`src/hw/rtl/i2c_bus_recovery_sequencer_defines.svh`:
```
// ----------------------------------------------------------------------------
// I2C bus recovery sequencer assertion macros
// Shared implication checks, clocked on clock and quiet during reset.
// ----------------------------------------------------------------------------
`ifndef I2C_BUS_RECOVERY_SEQUENCER_DEFINES_SVH
`define I2C_BUS_RECOVERY_SEQUENCER_DEFINES_SVH

// same-cycle implication
`define BRS_ASSERT_IMP(lbl, ante, cons) \
   lbl: assert property (@(posedge clock) disable iff (reset) (ante) |-> (cons)) \
      else $error("i2c_brs: same-cycle check failed");

// next-cycle implication
`define BRS_ASSERT_NXT(lbl, ante, cons) \
   lbl: assert property (@(posedge clock) disable iff (reset) (ante) |=> (cons)) \
      else $error("i2c_brs: next-cycle check failed");

`endif

```
`src/hw/rtl/i2c_brs_pkg.sv`:
```
// ----------------------------------------------------------------------------
// I2C bus recovery package
// Register layout, reset values, phase codes and CSR indexes.
// ----------------------------------------------------------------------------
package i2c_brs_pkg;

   localparam int SETTLE_W = 16;
   localparam int HALF_W   = 8;
   localparam int TIMER_W  = 20;
   localparam int PULSE_W  = 4;
   localparam int PHASE_W  = 4;
   localparam int CSR_IDX_W  = 2;
   localparam int CSR_DATA_W = 20;

   localparam logic [SETTLE_W-1:0] SETTLE_RST = 16'd100;
   localparam logic [HALF_W-1:0]   HALF_RST   = 8'd5;
   localparam logic [TIMER_W-1:0]  LONG_RST   = 20'd50000;
   localparam logic [PULSE_W-1:0]  MAXP_RST   = 4'd9;

   localparam logic [CSR_IDX_W-1:0] CSR_SETTLE = 2'd0;
   localparam logic [CSR_IDX_W-1:0] CSR_HALF   = 2'd1;
   localparam logic [CSR_IDX_W-1:0] CSR_LONG   = 2'd2;
   localparam logic [CSR_IDX_W-1:0] CSR_MAXP   = 2'd3;

   localparam logic [PHASE_W-1:0] PH_IDLE    = 4'd0;
   localparam logic [PHASE_W-1:0] PH_SETTLE1 = 4'd1;
   localparam logic [PHASE_W-1:0] PH_PLOW    = 4'd2;
   localparam logic [PHASE_W-1:0] PH_PHIGH   = 4'd3;
   localparam logic [PHASE_W-1:0] PH_STOP    = 4'd4;
   localparam logic [PHASE_W-1:0] PH_SETTLE2 = 4'd5;
   localparam logic [PHASE_W-1:0] PH_LONG    = 4'd6;
   localparam logic [PHASE_W-1:0] PH_SETTLE3 = 4'd7;

   typedef struct packed {
      logic [SETTLE_W-1:0] settle_ticks;
      logic [HALF_W-1:0]   half_period_ticks;
      logic [TIMER_W-1:0]  long_low_ticks;
      logic [PULSE_W-1:0]  max_pulses;
   } cfg_type;

endpackage

```
`src/hw/rtl/i2c_brs_if.sv`:
```
// ----------------------------------------------------------------------------
// I2C bus recovery channels
// Request (tick or start) and response (line drive and status) handshakes.
// ----------------------------------------------------------------------------
interface i2c_brs_req_if;
   logic valid;
   logic ready;
   logic action;
   logic sda_level;
   logic scl_level;

   modport source (output valid, output action, output sda_level, output scl_level,
                   input ready);
   modport sink   (input valid, input action, input sda_level, input scl_level,
                   output ready);
endinterface

interface i2c_brs_rsp_if;
   logic                               valid;
   logic                               ready;
   logic                               scl_pull_low;
   logic                               sda_pull_low;
   logic                               busy_res;
   logic                               done_res;
   logic                               still_stuck;
   logic [i2c_brs_pkg::PULSE_W-1:0]    pulses_sent;

   modport source (output valid, output scl_pull_low, output sda_pull_low,
                   output busy_res, output done_res, output still_stuck,
                   output pulses_sent, input ready);
   modport sink   (input valid, input scl_pull_low, input sda_pull_low,
                   input busy_res, input done_res, input still_stuck,
                   input pulses_sent, output ready);
endinterface

```
`src/hw/rtl/i2c_brs_csr.sv`:
```
// ----------------------------------------------------------------------------
// I2C bus recovery configuration registers
// Write-only register bank, reset to the default timing.
// ----------------------------------------------------------------------------
module i2c_brs_csr (
   input  logic                                clock,
   input  logic                                reset,
   input  logic                                csr_we,
   input  logic [i2c_brs_pkg::CSR_IDX_W-1:0]   csr_index,
   input  logic [i2c_brs_pkg::CSR_DATA_W-1:0]  csr_wdata,
   output i2c_brs_pkg::cfg_type                cfg
);

   i2c_brs_pkg::cfg_type cfg_ff;
   i2c_brs_pkg::cfg_type cfg_in;

   always_comb begin
      cfg_in = cfg_ff;
      if (csr_we) begin
         case (csr_index)
            i2c_brs_pkg::CSR_SETTLE:
               cfg_in.settle_ticks = csr_wdata[i2c_brs_pkg::SETTLE_W-1:0];
            i2c_brs_pkg::CSR_HALF:
               cfg_in.half_period_ticks = csr_wdata[i2c_brs_pkg::HALF_W-1:0];
            i2c_brs_pkg::CSR_LONG:
               cfg_in.long_low_ticks = csr_wdata[i2c_brs_pkg::TIMER_W-1:0];
            i2c_brs_pkg::CSR_MAXP:
               cfg_in.max_pulses = csr_wdata[i2c_brs_pkg::PULSE_W-1:0];
            default: cfg_in = cfg_ff;
         endcase
      end
   end

   always_ff @(posedge clock) begin
      if (reset) begin
         cfg_ff.settle_ticks      <= i2c_brs_pkg::SETTLE_RST;
         cfg_ff.half_period_ticks <= i2c_brs_pkg::HALF_RST;
         cfg_ff.long_low_ticks    <= i2c_brs_pkg::LONG_RST;
         cfg_ff.max_pulses        <= i2c_brs_pkg::MAXP_RST;
      end else begin
         cfg_ff <= cfg_in;
      end
   end

   assign cfg = cfg_ff;

endmodule

```
`src/hw/rtl/i2c_brs_core.sv`:
```
// ----------------------------------------------------------------------------
// I2C bus recovery core
// Input register, phase/timer state update and response register.
// ----------------------------------------------------------------------------
module i2c_brs_core (
   input  logic                  clock,
   input  logic                  reset,
   input  i2c_brs_pkg::cfg_type  cfg,
   i2c_brs_req_if.sink           req_chan,
   i2c_brs_rsp_if.source         rsp_chan
);

   localparam int TW = i2c_brs_pkg::TIMER_W;
   localparam int PW = i2c_brs_pkg::PULSE_W;

   // input stage
   logic in_valid_ff;
   logic in_action_ff, in_sda_ff, in_scl_ff;

   // sequence state
   logic [i2c_brs_pkg::PHASE_W-1:0] phase_ff, phase_in;
   logic [TW-1:0]                   timer_ff, timer_in;
   logic [PW-1:0]                   pulse_ff, pulse_in;
   logic                            stuck_ff, stuck_in;
   logic                            done_in;

   // output stage
   logic          out_valid_ff;
   logic          out_scl_ff, out_sda_ff, out_busy_ff, out_done_ff, out_stuck_ff;
   logic [PW-1:0] out_pulses_ff;

   logic          out_free, fire;
   logic [TW-1:0] timer_inc;
   logic          settle_hit, half_hit, long_hit, pulse_go;

   assign out_free       = !out_valid_ff || rsp_chan.ready;
   assign fire           = in_valid_ff && out_free;
   assign req_chan.ready = !in_valid_ff || out_free;

   assign timer_inc  = timer_ff + {{(TW-1){1'b0}}, 1'b1};
   assign settle_hit = timer_ff >= {{(TW-i2c_brs_pkg::SETTLE_W){1'b0}}, cfg.settle_ticks};
   assign half_hit   = timer_inc >= {{(TW-i2c_brs_pkg::HALF_W){1'b0}}, cfg.half_period_ticks};
   assign long_hit   = timer_inc >= cfg.long_low_ticks;
   assign pulse_go   = (pulse_ff < cfg.max_pulses) && !in_sda_ff;

   always_comb begin
      phase_in = phase_ff;
      timer_in = timer_ff;
      pulse_in = pulse_ff;
      stuck_in = stuck_ff;
      done_in  = 1'b0;
      if (in_action_ff) begin
         if (phase_ff == i2c_brs_pkg::PH_IDLE) begin
            pulse_in = '0;
            stuck_in = 1'b0;
            phase_in = i2c_brs_pkg::PH_SETTLE1;
            timer_in = '0;
         end
      end else begin
         case (phase_ff)
            i2c_brs_pkg::PH_IDLE: begin
               timer_in = '0;
            end
            i2c_brs_pkg::PH_SETTLE1: begin
               if (settle_hit) begin
                  timer_in = '0;
                  if (!in_sda_ff && in_scl_ff && pulse_go) begin
                     pulse_in = pulse_ff + {{(PW-1){1'b0}}, 1'b1};
                     phase_in = i2c_brs_pkg::PH_PLOW;
                  end else begin
                     phase_in = i2c_brs_pkg::PH_SETTLE2;
                  end
               end else begin
                  timer_in = timer_inc;
               end
            end
            i2c_brs_pkg::PH_PLOW: begin
               timer_in = timer_inc;
               if (half_hit) begin
                  timer_in = '0;
                  phase_in = i2c_brs_pkg::PH_PHIGH;
               end
            end
            i2c_brs_pkg::PH_PHIGH: begin
               timer_in = timer_inc;
               if (half_hit) begin
                  timer_in = '0;
                  if (pulse_go) begin
                     pulse_in = pulse_ff + {{(PW-1){1'b0}}, 1'b1};
                     phase_in = i2c_brs_pkg::PH_PLOW;
                  end else if (in_sda_ff) begin
                     phase_in = i2c_brs_pkg::PH_STOP;
                  end else begin
                     phase_in = i2c_brs_pkg::PH_SETTLE2;
                  end
               end
            end
            i2c_brs_pkg::PH_STOP: begin
               timer_in = timer_inc;
               if (half_hit) begin
                  timer_in = '0;
                  phase_in = i2c_brs_pkg::PH_SETTLE2;
               end
            end
            i2c_brs_pkg::PH_SETTLE2: begin
               if (settle_hit) begin
                  timer_in = '0;
                  phase_in = (!in_sda_ff && in_scl_ff) ? i2c_brs_pkg::PH_LONG
                                                       : i2c_brs_pkg::PH_SETTLE3;
               end else begin
                  timer_in = timer_inc;
               end
            end
            i2c_brs_pkg::PH_LONG: begin
               timer_in = timer_inc;
               if (long_hit) begin
                  timer_in = '0;
                  phase_in = i2c_brs_pkg::PH_SETTLE3;
               end
            end
            i2c_brs_pkg::PH_SETTLE3: begin
               if (settle_hit) begin
                  timer_in = '0;
                  stuck_in = !in_sda_ff || !in_scl_ff;
                  done_in  = 1'b1;
                  phase_in = i2c_brs_pkg::PH_IDLE;
               end else begin
                  timer_in = timer_inc;
               end
            end
            default: begin
               timer_in = '0;
               phase_in = i2c_brs_pkg::PH_IDLE;
            end
         endcase
      end
   end

   always_ff @(posedge clock) begin
      if (reset) begin
         in_valid_ff  <= 1'b0;
         out_valid_ff <= 1'b0;
         phase_ff     <= i2c_brs_pkg::PH_IDLE;
         timer_ff     <= '0;
         pulse_ff     <= '0;
         stuck_ff     <= 1'b0;
      end else begin
         if (req_chan.ready) begin
            in_valid_ff <= req_chan.valid;
         end
         if (out_free) begin
            out_valid_ff <= in_valid_ff;
         end
         if (fire) begin
            phase_ff <= phase_in;
            timer_ff <= timer_in;
            pulse_ff <= pulse_in;
            stuck_ff <= stuck_in;
         end
      end
   end

   always_ff @(posedge clock) begin
      if (req_chan.ready && req_chan.valid) begin
         in_action_ff <= req_chan.action;
         in_sda_ff    <= req_chan.sda_level;
         in_scl_ff    <= req_chan.scl_level;
      end
      if (fire) begin
         out_scl_ff    <= (phase_in == i2c_brs_pkg::PH_PLOW) ||
                          (phase_in == i2c_brs_pkg::PH_LONG);
         out_sda_ff    <= phase_in == i2c_brs_pkg::PH_STOP;
         out_busy_ff   <= phase_in != i2c_brs_pkg::PH_IDLE;
         out_done_ff   <= done_in;
         out_stuck_ff  <= done_in && stuck_in;
         out_pulses_ff <= pulse_in;
      end
   end

   assign rsp_chan.valid        = out_valid_ff;
   assign rsp_chan.scl_pull_low = out_scl_ff;
   assign rsp_chan.sda_pull_low = out_sda_ff;
   assign rsp_chan.busy_res     = out_busy_ff;
   assign rsp_chan.done_res     = out_done_ff;
   assign rsp_chan.still_stuck  = out_stuck_ff;
   assign rsp_chan.pulses_sent  = out_pulses_ff;

endmodule

```
`src/hw/rtl/i2c_bus_recovery_sequencer.sv`:
```
// An accepted item passes the input register, then the result register, before
// its response item can be taken. Throughput: one item per cycle while the
// response side does not stall. A stalled response holds the result register;
// the input register takes one more item, then the request side stalls.
// Synchronous reset empties both stages, idles the sequence with all counts
// clear and restores default timing.
// ----------------------------------------------------------------------------
// I2C bus recovery sequencer
// Bus-clear sequence (settle, SCL pulses, STOP, long low hold) per tick item.
// ----------------------------------------------------------------------------
`include "i2c_bus_recovery_sequencer_defines.svh"

module i2c_bus_recovery_sequencer (
   input  logic                                clock,
   input  logic                                reset,
   i2c_brs_req_if.sink                         req_chan,
   i2c_brs_rsp_if.source                       rsp_chan,
   input  logic                                csr_we,
   input  logic [i2c_brs_pkg::CSR_IDX_W-1:0]   csr_index,
   input  logic [i2c_brs_pkg::CSR_DATA_W-1:0]  csr_wdata
);

   i2c_brs_pkg::cfg_type cfg;
   logic                 rsp_drive;

   i2c_brs_csr u_csr (
      .clock     (clock),
      .reset     (reset),
      .csr_we    (csr_we),
      .csr_index (csr_index),
      .csr_wdata (csr_wdata),
      .cfg       (cfg)
   );

   i2c_brs_core u_core (
      .clock    (clock),
      .reset    (reset),
      .cfg      (cfg),
      .req_chan (req_chan),
      .rsp_chan (rsp_chan)
   );

   assign rsp_drive = rsp_chan.scl_pull_low || rsp_chan.sda_pull_low;

   `BRS_ASSERT_IMP(a_done_not_busy, rsp_chan.valid && rsp_chan.done_res, !rsp_chan.busy_res)
   `BRS_ASSERT_IMP(a_one_line_driven, rsp_chan.valid && rsp_chan.scl_pull_low, !rsp_chan.sda_pull_low)
   `BRS_ASSERT_IMP(a_drive_needs_busy, rsp_chan.valid && rsp_drive, rsp_chan.busy_res)
   `BRS_ASSERT_IMP(a_stuck_needs_done, rsp_chan.valid && rsp_chan.still_stuck, rsp_chan.done_res)

endmodule

```
`src/flat_wrapper.sv`:
```
// flat-port wrapper written by rule: the top's interface ports become plain ports
module i2c_bus_recovery_sequencer_flat 
  (clock, reset, csr_we, csr_index, csr_wdata, req_chan_valid, req_chan_action, req_chan_sda_level, req_chan_scl_level, req_chan_ready, rsp_chan_valid, rsp_chan_scl_pull_low, rsp_chan_sda_pull_low, rsp_chan_busy_res, rsp_chan_done_res, rsp_chan_still_stuck, rsp_chan_pulses_sent, rsp_chan_ready);
  i2c_brs_req_if req_chan_i ();
  i2c_brs_rsp_if rsp_chan_i ();
  input  logic clock;
  input  logic reset;
  input  logic csr_we;
  input  logic [i2c_brs_pkg::CSR_IDX_W-1:0] csr_index;
  input  logic [i2c_brs_pkg::CSR_DATA_W-1:0] csr_wdata;
  input wire logic [$bits(req_chan_i.valid)-1:0] req_chan_valid;
  input wire logic [$bits(req_chan_i.action)-1:0] req_chan_action;
  input wire logic [$bits(req_chan_i.sda_level)-1:0] req_chan_sda_level;
  input wire logic [$bits(req_chan_i.scl_level)-1:0] req_chan_scl_level;
  output wire logic [$bits(req_chan_i.ready)-1:0] req_chan_ready;
  output wire logic [$bits(rsp_chan_i.valid)-1:0] rsp_chan_valid;
  output wire logic [$bits(rsp_chan_i.scl_pull_low)-1:0] rsp_chan_scl_pull_low;
  output wire logic [$bits(rsp_chan_i.sda_pull_low)-1:0] rsp_chan_sda_pull_low;
  output wire logic [$bits(rsp_chan_i.busy_res)-1:0] rsp_chan_busy_res;
  output wire logic [$bits(rsp_chan_i.done_res)-1:0] rsp_chan_done_res;
  output wire logic [$bits(rsp_chan_i.still_stuck)-1:0] rsp_chan_still_stuck;
  output wire logic [$bits(rsp_chan_i.pulses_sent)-1:0] rsp_chan_pulses_sent;
  input wire logic [$bits(rsp_chan_i.ready)-1:0] rsp_chan_ready;
  assign req_chan_i.valid = req_chan_valid;
  assign req_chan_i.action = req_chan_action;
  assign req_chan_i.sda_level = req_chan_sda_level;
  assign req_chan_i.scl_level = req_chan_scl_level;
  assign req_chan_ready = req_chan_i.ready;
  assign rsp_chan_valid = rsp_chan_i.valid;
  assign rsp_chan_scl_pull_low = rsp_chan_i.scl_pull_low;
  assign rsp_chan_sda_pull_low = rsp_chan_i.sda_pull_low;
  assign rsp_chan_busy_res = rsp_chan_i.busy_res;
  assign rsp_chan_done_res = rsp_chan_i.done_res;
  assign rsp_chan_still_stuck = rsp_chan_i.still_stuck;
  assign rsp_chan_pulses_sent = rsp_chan_i.pulses_sent;
  assign rsp_chan_i.ready = rsp_chan_ready;
  i2c_bus_recovery_sequencer u_core (.clock(clock), .reset(reset), .req_chan(req_chan_i), .rsp_chan(rsp_chan_i), .csr_we(csr_we), .csr_index(csr_index), .csr_wdata(csr_wdata));
endmodule
```
`config.mk`:
```
export PLATFORM = sky130hd
export DESIGN_NAME = i2c_bus_recovery_sequencer_flat
export DESIGN_NICKNAME = d
export VERILOG_FILES = /design/src/hw/rtl/i2c_brs_pkg.sv /design/src/hw/rtl/i2c_brs_if.sv /design/src/hw/rtl/i2c_brs_csr.sv /design/src/hw/rtl/i2c_brs_core.sv /design/src/hw/rtl/i2c_bus_recovery_sequencer.sv /design/src/flat_wrapper.sv
export VERILOG_INCLUDE_DIRS = /design/src /design/src/hw/rtl
export SDC_FILE = /design/constraint.sdc
export NUM_CORES = 1
export LEC_CHECK = 0
export ABC_AREA = 1
export BUFFER_PORTS_ARGS = -buffer_cell sky130_fd_sc_hd__buf_2
export CAP_MARGIN = 15
export CELL_PAD_IN_SITES_DETAIL_PLACEMENT = 0
export CELL_PAD_IN_SITES_GLOBAL_PLACEMENT = 1
export CORE_MARGIN = 10
export CORE_UTILIZATION = 40
export CTS_CLUSTER_DIAMETER = 120
export CTS_CLUSTER_SIZE = 10
export DETAILED_ROUTE_END_ITERATION = 10
export PLACE_DENSITY_LB_ADDON = 0.2
export SYNTH_ARGS = -nofsm -noshare
export SYNTH_HDL_FRONTEND = slang
export SYNTH_SLANG_ARGS = --single-unit
```
`constraint.sdc`:
```
create_clock -name clock -period 3.3 [get_ports clock]
set_clock_uncertainty 0.15 [all_clocks]
set_input_delay 0.165 -clock clock [delete_from_list [all_inputs] [get_ports clock]]
set_output_delay 0.165 -clock clock [all_outputs]
set_load 0.005 [all_outputs]
```
After elaboration in Yosys (flattened, before gate mapping)
Index checks and enable logic that the tools add are counted.
Word-level totals
  ROM bits: 0
  memories kept: 0
  flip-flop bits (word level): 91
  RAM bits: 0
  input port bits: 30
  logic and storage cells: 97
  output and inout port bits: 11
  bits in latches: 0
Cells by class
  reductions and logical operators: 24
  div/mod/pow operators: 0
  multipliers: 0
  shift-type cells: 0
  bitwise logic cells: 0
  add/subtract/negate cells: 2
  equal/unequal tests: 14
  order comparisons: 4
  mux-type cells: 34
Operators by type and width (number)
  20-bit 2-to-1 mux: 5
  4-bit 2-to-1 mux: 15
  20-bit case mux with 3 select lines: 1
  4-bit case mux with 8 select lines: 1
  4-bit by 3-bit equality test with 1-bit output, second input constant: 6
  20-bit by 1-bit adder with 20-bit output, second input constant: 1
  20-bit by 16-bit >= comparator with 1-bit output: 1
  20-bit >= comparator: 1
  20-bit by 8-bit >= comparator with 1-bit output: 1
  4-bit by 2-bit equality test with 1-bit output, second input constant: 3
  2-bit AND reduction: 5
  1-bit 2-to-1 mux: 9
  4-bit case mux with 2 select lines: 1
  1-bit logical AND: 6
  3-bit 2-to-1 mux: 2
  3-bit OR reduction: 2
  4-bit by 1-bit adder with 4-bit output, second input constant: 1
  2-bit equality test, second input constant: 2
  4-bit by 1-bit equality test with 1-bit output, second input constant: 1
  1-bit logical NOT: 4
  4-bit logical NOT: 1
  1-bit logical OR: 4
  4-bit < comparator: 1
  4-bit nonzero test: 1
  3 further kinds: 3

Longest topological paths before layout
  depth in word-level cells: 9
  depth in mapped cells: 22
  gate-level depth less buffers: 22

By module
A second synthesis with hierarchy kept.
Unflattened totals
  cells, all modules: 960
  area, all modules: 6247.2 um^2
Modules (own cells, without submodules)
  i2c_brs_core: instances 1, area an instance 4284.1 um^2, sequential area each 980.9 um^2, cells each 670
  i2c_brs_csr: instances 1, area an instance 1963.1 um^2, sequential area each 960.9 um^2, cells each 290

Worst setup path before layout
Ideal clock, no wire load.
  path kind: register to register
  from: reg u_core.u_core.timer_ff[0]
  to: reg u_core.u_core.out_scl_ff (netlist: u_core.u_core.rsp_chan.scl_pull_low), data pin
  library setup time: 0.251 ns
  stages on the path, launching flop included: 22
  period minus slack after synthesis: 2.935 ns
  path slack: 0.365 ns
  arrival: 2.534 ns
  required time: 2.899 ns
  buffers on the path: 0
  cells stage by stage: dfxtp_1 > ha_1 > nand3_2 > nor2_2 > xor2_1 > ha_1 > nand2_1 > a21oi_1 > nor2_1 > nand3_1 > nor2_1 > nand2_1 > nor2_4 > nand3_4 > nand2_1 > nand3b_1 > nand2_1 > inv_1 > nand3_1 > nand2_1 > nand3_1 > nor2_1
On the way
  word-level cells in the longest chain between the ends: 7
  elaborated cells on any way between the ends: 16
  classes of those cells: add/sub (1); order compare (3); eq/ne (2); mux (9); reduce/logical (1)
RTL lines
  from (decl): RTL line i2c_brs_core.sv:22  | logic [TW-1:0] timer_ff, timer_in;
  from (signal assigned): RTL line i2c_brs_core.sv:156  | timer_ff <= timer_in;
  20-bit by 1-bit adder with 20-bit output: RTL line i2c_brs_core.sv:40  | assign timer_inc = timer_ff + {{(TW-1){1'b0}}, 1'b1};
  20-bit >= comparator or 20-bit by 8-bit >= comparator with 1-bit output (tied branches): RTL line i2c_brs_core.sv:43, i2c_brs_core.sv:42
  4-bit 2-to-1 mux (on tied branches)
  4-bit case mux with 8 select lines (*): RTL line i2c_brs_core.sv:60  | case (phase_ff)
  4-bit 2-to-1 mux (*): RTL line i2c_brs_core.sv:52  | if (in_action_ff) begin
  4-bit by 2-bit equality test with 1-bit output or 4-bit by 3-bit equality test with 1-bit output (tied branches): RTL line i2c_brs_core.sv:170, i2c_brs_core.sv:171
  1-bit logical OR (*): RTL line i2c_brs_core.sv:170  | out_scl_ff <= (phase_in == i2c_brs_pkg::PH_PLOW) ||
  to (signal assigned): RTL line i2c_brs_core.sv:170
  to (decl): RTL line i2c_brs_core.sv:29  | logic out_scl_ff, out_sda_ff, out_busy_ff, out_done_ff, out_stuck_ff;
Every way passes the cells marked *; elsewhere a longest branch is shown, timed or not.
A chain may end at the register's enable or synchronous reset.

Final worst setup path
  from: reg u_core.u_core.timer_ff[6]
  to: reg u_core.u_core.out_scl_ff (netlist: u_core.u_core.rsp_chan.scl_pull_low), data pin
Same word-level chain as after synthesis.

==> impl_metrics.tcl <==
set metrics [dict create \
    ys_warn_count 0 \
    antenna_found_initial 0 \
    cp.arrival_ps 3000 \
    critPathMaxFanout 5 \
    grtUsageMet1 0.203 \
    initial_utilization 0.408 \
    synth_top_cell_area_share 0.268 \
    crit_buf_inv 2 \
    fin_tns_setup_ps 0 \
    ys_seq_area_frac 0.329 \
    final_util 0.482 \
    grt_max_degree 34 \
    layout-drive-gt1-share 0.166 \
    path_delay_family "simple AND/OR/NAND/NOR gates" \
    avgRoutedWirePerCell_um 14.7 \
    insertedDiodeCount 0 \
    die_y_um 141 \
    hold_class "in -> reg" \
    worst-slew-pin-transition_ps 950 \
    ys_top_cells_by_area "dfxtp_1, nand2_1, ha_1" \
    syn_inst 845 \
    busiest_layer "met2" \
    final.min_clock_period_ps 3040 \
    num_rows 44 \
    synth_commonest_cells "nand2_1, inv_1, dfxtp_1, nor2_1, a21oi_1" \
    die_area_um2 20000 \
    syn_area_um2 5900 \
    max_freq_mhz 329 \
    status "finished, final reports clean" \
    cts_made_buffers 9 \
    clkTransAtPathRegs_ps 70 \
    drtIter0Drc 271 \
    drt.antenna.violating_nets 0 \
    grtUsageMet3 0.0340 \
    grt-ovfl-total 0 \
    syn_to_final_growth_pct 18.2 \
    first_pass_iters 7 \
    io_pins 41 \
    min_period_over_period 0.920 \
    synth_edf_count 12 \
    drt-total-wl_mm 16.2 \
    synth_most_common_cell "nand2_1" \
    critPathSlowestCell "dfxtp_4" \
    irDropWorstVdd_mv 0.221 \
    crit_chain "nand2_1 -> nor2_2 -> nand2_2 -> xor2_1 -> inv_1 -> ha_1 -> a21o_1 -> nor2_1 -> nand3_1 -> nor2_1 -> nand2_1 -> nor2_4 -> nand3_4 -> nand2_1 -> nand3b_1 -> nand2_1 -> inv_1 -> nand3_1 -> nand2_2 -> nand3_1 -> nor2_1" \
    cp_slowest_stage_delay_ps 380 \
    slew_headroom 0.366 \
    synthArstFlopShare 0 \
    power_density_nw_per_um2 366 \
    fin_hold_ws_ps 20.5 \
    ys.flop_type "dfxtp_1" \
    grt_pass1_wl_mm 26.3 \
    setup_viol 0 \
    portBuffers 40 \
    root_buffer "clkbuf_16" \
    ys_ff_latch 91 \
    dp_hpwl_mm 12.3 \
    rsz0062_at_grt "false" \
    use_met2 0.269 \
    grt_pass1_vias 5257 \
    drc 0 \
    worst_ep_required_time_ps 3260 \
    syn-num-nets 921 \
    track_usage 0.163 \
    netlist-cell-type-count 37 \
    maxSlewViolCount 0 \
    clk_latency_ps 350 \
    finalHoldViolCount 0 \
    synth.avg_cell_area_um2 6.98 \
    crit_top_cell "nand2_1" \
    end_kind "flip-flop" \
    drv_cap 0 \
    final_cells 1105 \
    vias 5517 \
    p_leak_nw 3.20 \
    dpl.cell_count 1063 \
    die_w_um 141 \
    ctsLongestPathBuffers 2 \
    power_w 0.00256 \
    cts_sinks 91 \
    final_nets 992 \
    gp_congestion 0.874 \
    htreeDepth 3 \
    core_um2 14500 \
    yosys.area.top_type "dfxtp_1" \
    viasPerCell 4.99 \
    cts_tree "yes" \
    path_class "reg -> reg" \
    worst_setup_path_start_kind "flip-flop" \
]
==> metal layers <==
| layer | up-vias | share of wire |
|---|---|---|
| met5 | - | 0 |
| met2 | 83 | 0.48 |
| li1 | 2868 | - |
| met1 | 2542 | 0.46 |
| met3 | 24 | 0.027 |
| met4 | 0 | 0.025 |
==> flip-flops by register name, indices dropped and copies added (netlist names), 4 cells and up <==
| signal | flops |
|---|---|
| u_core.u_core.pulse_ff | 4 |
| u_core.u_csr.cfg | 48 |
| u_core.u_core.phase_ff | 4 |
| u_core.u_core.timer_ff | 20 |
| u_core.u_core.rsp_chan.pulses_sent | 4 |
==> repair_timing <==
action / 4_1_cts / 5_1_grt
setup endpoints to repair: 0 / 33
hold endpoints to repair: 40 / 0
hold buffers: 25 / 0
resized for setup: 0 / 14
setup buffers: 0 / 1
==> power by group <==
part | total (W) | internal (W) | switching [W]
combinational | 0.000257 | 0.0000928 | 0.000164
clock | 0.00113 | 0.000674 | 0.000453
sequential | 0.00117 | 0.00116 | 0.0000140
total | 0.00256 | 0.00193 | 0.000631
==> layout by cell type, fill, tap and decap left out, drive strengths merged, types with 3 or more instances in the layout <==
cell,count
dlygate4sd3,25
nand4,15
xor2,7
o211ai,13
inv,140
edfxtp,12
a21o,3
o21ai,51
buf,56
dfxtp,79
nand3,52
nand2,217
nor3,5
clkbuf,13
nand3b,3
ha,46
nor2,88
a21oi,83
==> cell type report <==
type	count	area, µm²
Clock buffer	13	282
Clock inverter	3	42.5
Fill cell	1430	7500
Inverter	141	532
Multi-Input combinational cell	592	3370
Sequential cell	91	1950
Tap cell	184	230
Timing Repair Buffer	81	571
==> metrics by stage <==
step	setup WS [ps]	cell area (µm²)
CTS	74.9	6920
floorplan	365	5900
detailed placement	115	6350
global placement	189	6350
finish	265	6980
global route	12.0	6980
==> worst paths after layout <==
path | startpoint | endpoint | slack [ps] | cells past startpoint
setup reg to reg | u_core.u_core.timer_ff[6]$_SDFFE_PP0P_ | u_core.u_core.rsp_chan.scl_pull_low$_DFFE_PP_ | 260 | 21
hold / removal | csr_index[1] | u_core.u_csr.cfg[24]$_SDFFE_PP1P_ | 20 | 4
hold reg to reg | u_core.u_csr.cfg[5]$_SDFFE_PP0P_ | u_core.u_csr.cfg[5]$_SDFFE_PP0P_ | 310 | 2
setup / recovery | u_core.u_core.timer_ff[6]$_SDFFE_PP0P_ | u_core.u_core.rsp_chan.scl_pull_low$_DFFE_PP_ | 260 | 21
==> cells by family after synthesis <==
| family | Yosys count | share of synthesized area |
|---|---|---|
| flops | 91 | 0.329 |
| compound gates | 157 | 0.158 |
| xor+xnor | 9 | 0.0134 |
| buf+inv | 162 | 0.106 |
| simple gates | 380 | 0.296 |
| fa+ha+maj | 46 | 0.0975 |
==> worst reg2reg max path: cells and delay by family (launching register included) <==
kind	cells	cell delay, ps
and+or+nand+nor	16	1520
DFF	1	380
adders and majority gates	1	290
AOI/OAI and AO/OA	1	180
xor gates and xnor gates	1	170
buffers and inverters	2	110
Note: power is estimated with default switching activity, not from simulation.
